`src/rtl/slpq_free_map.sv`:
```
`timescale 1ns / 1ps
// ----------------------------------------------------------------------------
// slpq_free_map
// used-slot map with lowest-free-slot search, one slot checked per cycle
// ----------------------------------------------------------------------------
module slpq_free_map #(
    parameter int CAPACITY = 64
) (
    input  logic                        i_clk,
    input  logic                        i_rst_n,
    input  logic                        i_set,
    input  logic                        i_clr,
    input  logic [$clog2(CAPACITY)-1:0] i_slot,
    input  logic                        i_start,
    output logic                        o_done,
    output logic [$clog2(CAPACITY)-1:0] o_free
);
    localparam int SW = $clog2(CAPACITY);

    logic [CAPACITY-1:0] r_used;
    logic [SW-1:0]       r_idx;
    logic                r_busy;

    always_ff @(posedge i_clk) begin
        if (!i_rst_n) begin
            r_used <= '0;
            r_busy <= 1'b0;
            r_idx  <= '0;
        end else begin
            if (i_set) r_used[i_slot] <= 1'b1;
            if (i_clr) r_used[i_slot] <= 1'b0;
            if (i_start) begin
                r_busy <= 1'b1;
                r_idx  <= '0;
            end else if (r_busy) begin
                if (!r_used[r_idx]) r_busy <= 1'b0;
                else r_idx <= r_idx + 1'b1;
            end
        end
    end

    assign o_done = r_busy && !r_used[r_idx];
    assign o_free = r_idx;
endmodule

```
`config.mk`:
```
export PLATFORM = sky130hd
export DESIGN_NAME = slpq_free_map
export DESIGN_NICKNAME = d
export VERILOG_FILES = /design/src/rtl/slpq_free_map.sv
export SDC_FILE = /design/constraint.sdc
export NUM_CORES = 1
export LEC_CHECK = 0
export BUFFER_PORTS_ARGS = -buffer_cell sky130_fd_sc_hd__buf_2
export CAP_MARGIN = 20
export CORE_MARGIN = 2
export CORE_UTILIZATION = 30
export CTS_CLUSTER_DIAMETER = 50
export DETAILED_ROUTE_END_ITERATION = 16
export PLACE_DENSITY_LB_ADDON = 0.2
export SYNTH_ARGS = -nofsm -noshare
export SYNTH_HDL_FRONTEND = slang
export SYNTH_SLANG_ARGS = --single-unit
```
`constraint.sdc`:
```
create_clock -name i_clk -period 3.11 [get_ports i_clk]
set_clock_uncertainty 0.05 [all_clocks]
set_input_delay 0.622 -clock i_clk [delete_from_list [all_inputs] [get_ports i_clk]]
set_output_delay 0.622 -clock i_clk [all_outputs]
set_load 0.02 [all_outputs]
```
==> impl_results.md <==
- Routed length per placed instance: 19.79 um
- GR Util All Layers: 18.69%
- Vias per cell: between 5 and 6
- Startpoint types: flip-flop
- Post-Synth Adder-Cell Area: less than 1%
- DRC violations left: 0
- # hold bufs at CTS: 0
- CP Capture Type: output port
- RSZ-0062 raised after global routing: no
- Post-Route WL: 11380 um
- Met2 Use GR: 25.41%
- Crit-path cells: mux4_2 -> a2bb2oi_1 -> a211o_1 -> and3_4 -> nor3b_2 -> buf_2
- Asr flop ratio synth: 0%
- CP top delay family: multiplexers
- WS Path Type: flip-flop to output port
- Max IR drop VDD: 342.9 uV
- CTS tree: built
- Largest net degree at the start of global routing: 37
- Clock root buffer: clkbuf_16
- # IOs: 18
- Post-synth EDFFs: 0
- Fin. max-slew vios: 0
- Critical path's largest stage delay: 0.52 ns
- DIE WIDTH: 111.3 um
- Synth Area in Compound Gates: a little under a quarter
- Gr ovfl total: 0
- Met3 Resource Use GR: approximately 4.4%
- GR Util met1: 28.73%
- Layout area overhead: 14.31%
- Status: completed
- TritonCTS Buffers: 9
- Clock Pin Slew Worst Setup and Hold Paths: 0.06 ns
- Clk Latency, worst-skew pair: 0.33 ns
- Cells after DPL: 561
- Post-Synth XOR/XNOR Area: 0%
- CTS max path bufs: 2
- Worst relative slew slack: 34.08%
- Layout cells sized above 1: 14.81%
- DRT Pass-1 Iters: 6
- Crit path buf inv count: 1
- Largest family of logic cells by synthesized area: compound AO/OA/AOI/OAI gates
- Static Leak: approximately 1.4 nW
- Top-area cell type share of the netlist area: 41.16%
- H-tree depth: 3
- Gpl congestion: ~0.83
- Antenna violations before repair: 0
- Antenna diodes: 0
- Core Box Area: 0.01132 mm2
- Sink Count: 71
- Unique cell type count in the Yosys netlist: 45
- Synth Area in Simple Gates: 18.59%
- Power per Cell Area: 493.5 mW/mm2
- Synthesis warning total: 0
- GRT busiest layer: met1
- WP data required: 2.44 ns
- Row count: 39
- Pwr Total: approximately 1.9 mW
- Setup Slack @ Placement: 0.3643 ns
- Initial Util: 30.50%
- Nets: 441
- Syn Nets: 430
- Vias in the first global route: 3051
- Max FO, Critical Path: 5
- DR iter-0 viols: 226
- Worst EP arrival: 2.30 ns
- Final worst setup slack: 0.1426 ns
- ANT nets after route: 0
- Final setup violation count: 0
- Setup Buffers After CTS: 0
- Die area: between 0.01 and 0.015 mm2
- CP max-delay cell: mux4_2
- Commonest register cell after synthesis: dfxtp_1
- Port Buffer Count: 17
- Die H: 111.3 um
- Post-synthesis mux area share: 11.59%
- Final worst-path cycle share: 95.42%
- Final TNS setup: 0 ns
- Yosys reg bits: a little over 70
- Post-Layout Cell Count: 575
- Total of max-cap violations: 0
- Synthesized area per cell: roughly 8.3 um2
- Fin crit period: 2.967 ns
- Synth Instances: 418
- Synth area leader: dfxtp_1
- DP HPWL: 7337 um
- Final Hold Vio Count: 0
- Max Clk Rate: 337.0 MHz
- Synth top area cells: dfxtp_1, a21oi_1, o21ai_0, nor2_1, mux4_2
- First-pass GRT wire length: 17600 um
- Seq/Total Area, Yosys: 41.16%
- Slew @ Worst Pin: about 1 ns
- Via Count: 3235
- Min-delay worst type: flip-flop to flip-flop
- Synth Cell Area: 0.003453 mm2
flip-flops by register name, summed over array words and instances (netlist names):
register and cells:
r_busy 1, r_used 64, o_free 6
cell usage after synthesis (all sizes together) (3+ instances only):
master and n:
nor2 76, dfxtp 71, a21oi 68, o21ai 66, clkbuf 19, mux2i 16, nand2 15, buf 9
mux4 9, nand3 8, nor2b 6, nand2b 5, and3 4, inv 4, nand3b 4, nor3 4
nor3b 4, a221oi 3, and2 3, mux2 3, o211ai 3, o221ai 3
path summary, 6_finish.rpt:
kind,startpoint,to,slack [ns],cells after the start
max,o_free[1]$_SDFFE_PP0P_,o_done,0.14,6
min,r_used[18]$_SDFF_PN0_,r_used[18]$_SDFF_PN0_,0.42,2
max reg2reg,o_free[1]$_SDFFE_PP0P_,o_free[4]$_SDFFE_PP0P_,0.80,6
min reg2reg,r_used[18]$_SDFF_PN0_,r_used[18]$_SDFF_PN0_,0.42,2
report_power, final:
part	internal (mW)	leakage [nW]	switching (mW)
clock	0.524	0.127	0.376
sequential	0.917	0.573	0.00470
combinational	0.0342	0.699	0.0931
total	1.47	1.40	0.473
cells in the final DEF (no fill, tap or decap), types with 4 or more instances in the layout:
master,count
nand3b_1,4
dfxtp_1,70
buf_4,9
nor2_1,75
buf_2,17
o21ai_0,64
mux4_2,8
nand2b_1,5
mux2i_1,16
clkinv_2,4
inv_1,4
nor3_1,4
nand2_1,15
a21oi_1,67
clkbuf_16,9
nand3_1,8
nor2b_1,6
cell families (layout without fill, tap and decap cells):
group                      after synthesis  count (layout)
AOI/OAI and AO/OA                      149             149
buffers and inverters                   32              46
adders and majority gates                1               1
and+or+nand+nor                        137             137
muxes                                   28              28
DFF                                     71              71
routing by layer:
metal  vias to the layer above  routed length (um)  share of wire [%]
li1                       1512                   -                  -
met1                      1573                5638                 50
met2                       139                4633                 41
met3                        11                 915                8.0
met4                         0                 194                1.7
met5                         -                   0                  0
stage by stage:
step / hold slack, ns / util, % / cell area, um2
4_1_cts: 0.4219 / 34.75 / 3934
3_3_place_gp: 0.3993 / 32.48 / 3677
5_1_grt: 0.4436 / 34.87 / 3948
6_report: 0.4177 / 34.87 / 3948
3_5_place_dp: 0.4055 / 32.48 / 3677
2_1_floorplan: 0.3784 / - / 3453
worst reg2reg max path, stage by stage (launching register included):
cell and delay, ns:
dfxtp_1 0.39, mux4_2 0.52, a2bb2oi_1 0.15, a211o_1 0.34, and3_4 0.22, o2111ai_2 0.17, mux2_1 0.34
cell type report:
class	instances	area [um2]
fill	1193	7373
multi-input combinational	315	1891
sequential	71	1423
clock buffer	9	225.2
timing repair buffer	28	187.7
tap	143	178.9
clock inverter	5	27.53
inverter	4	15.01
repair_timing:
action	4_1_cts	5_1_grt
gates resized for setup	1	4
endpoints found under the hold margin	0	0
endpoints found under the setup margin	1	1
(Power assumes the default switching activity.)
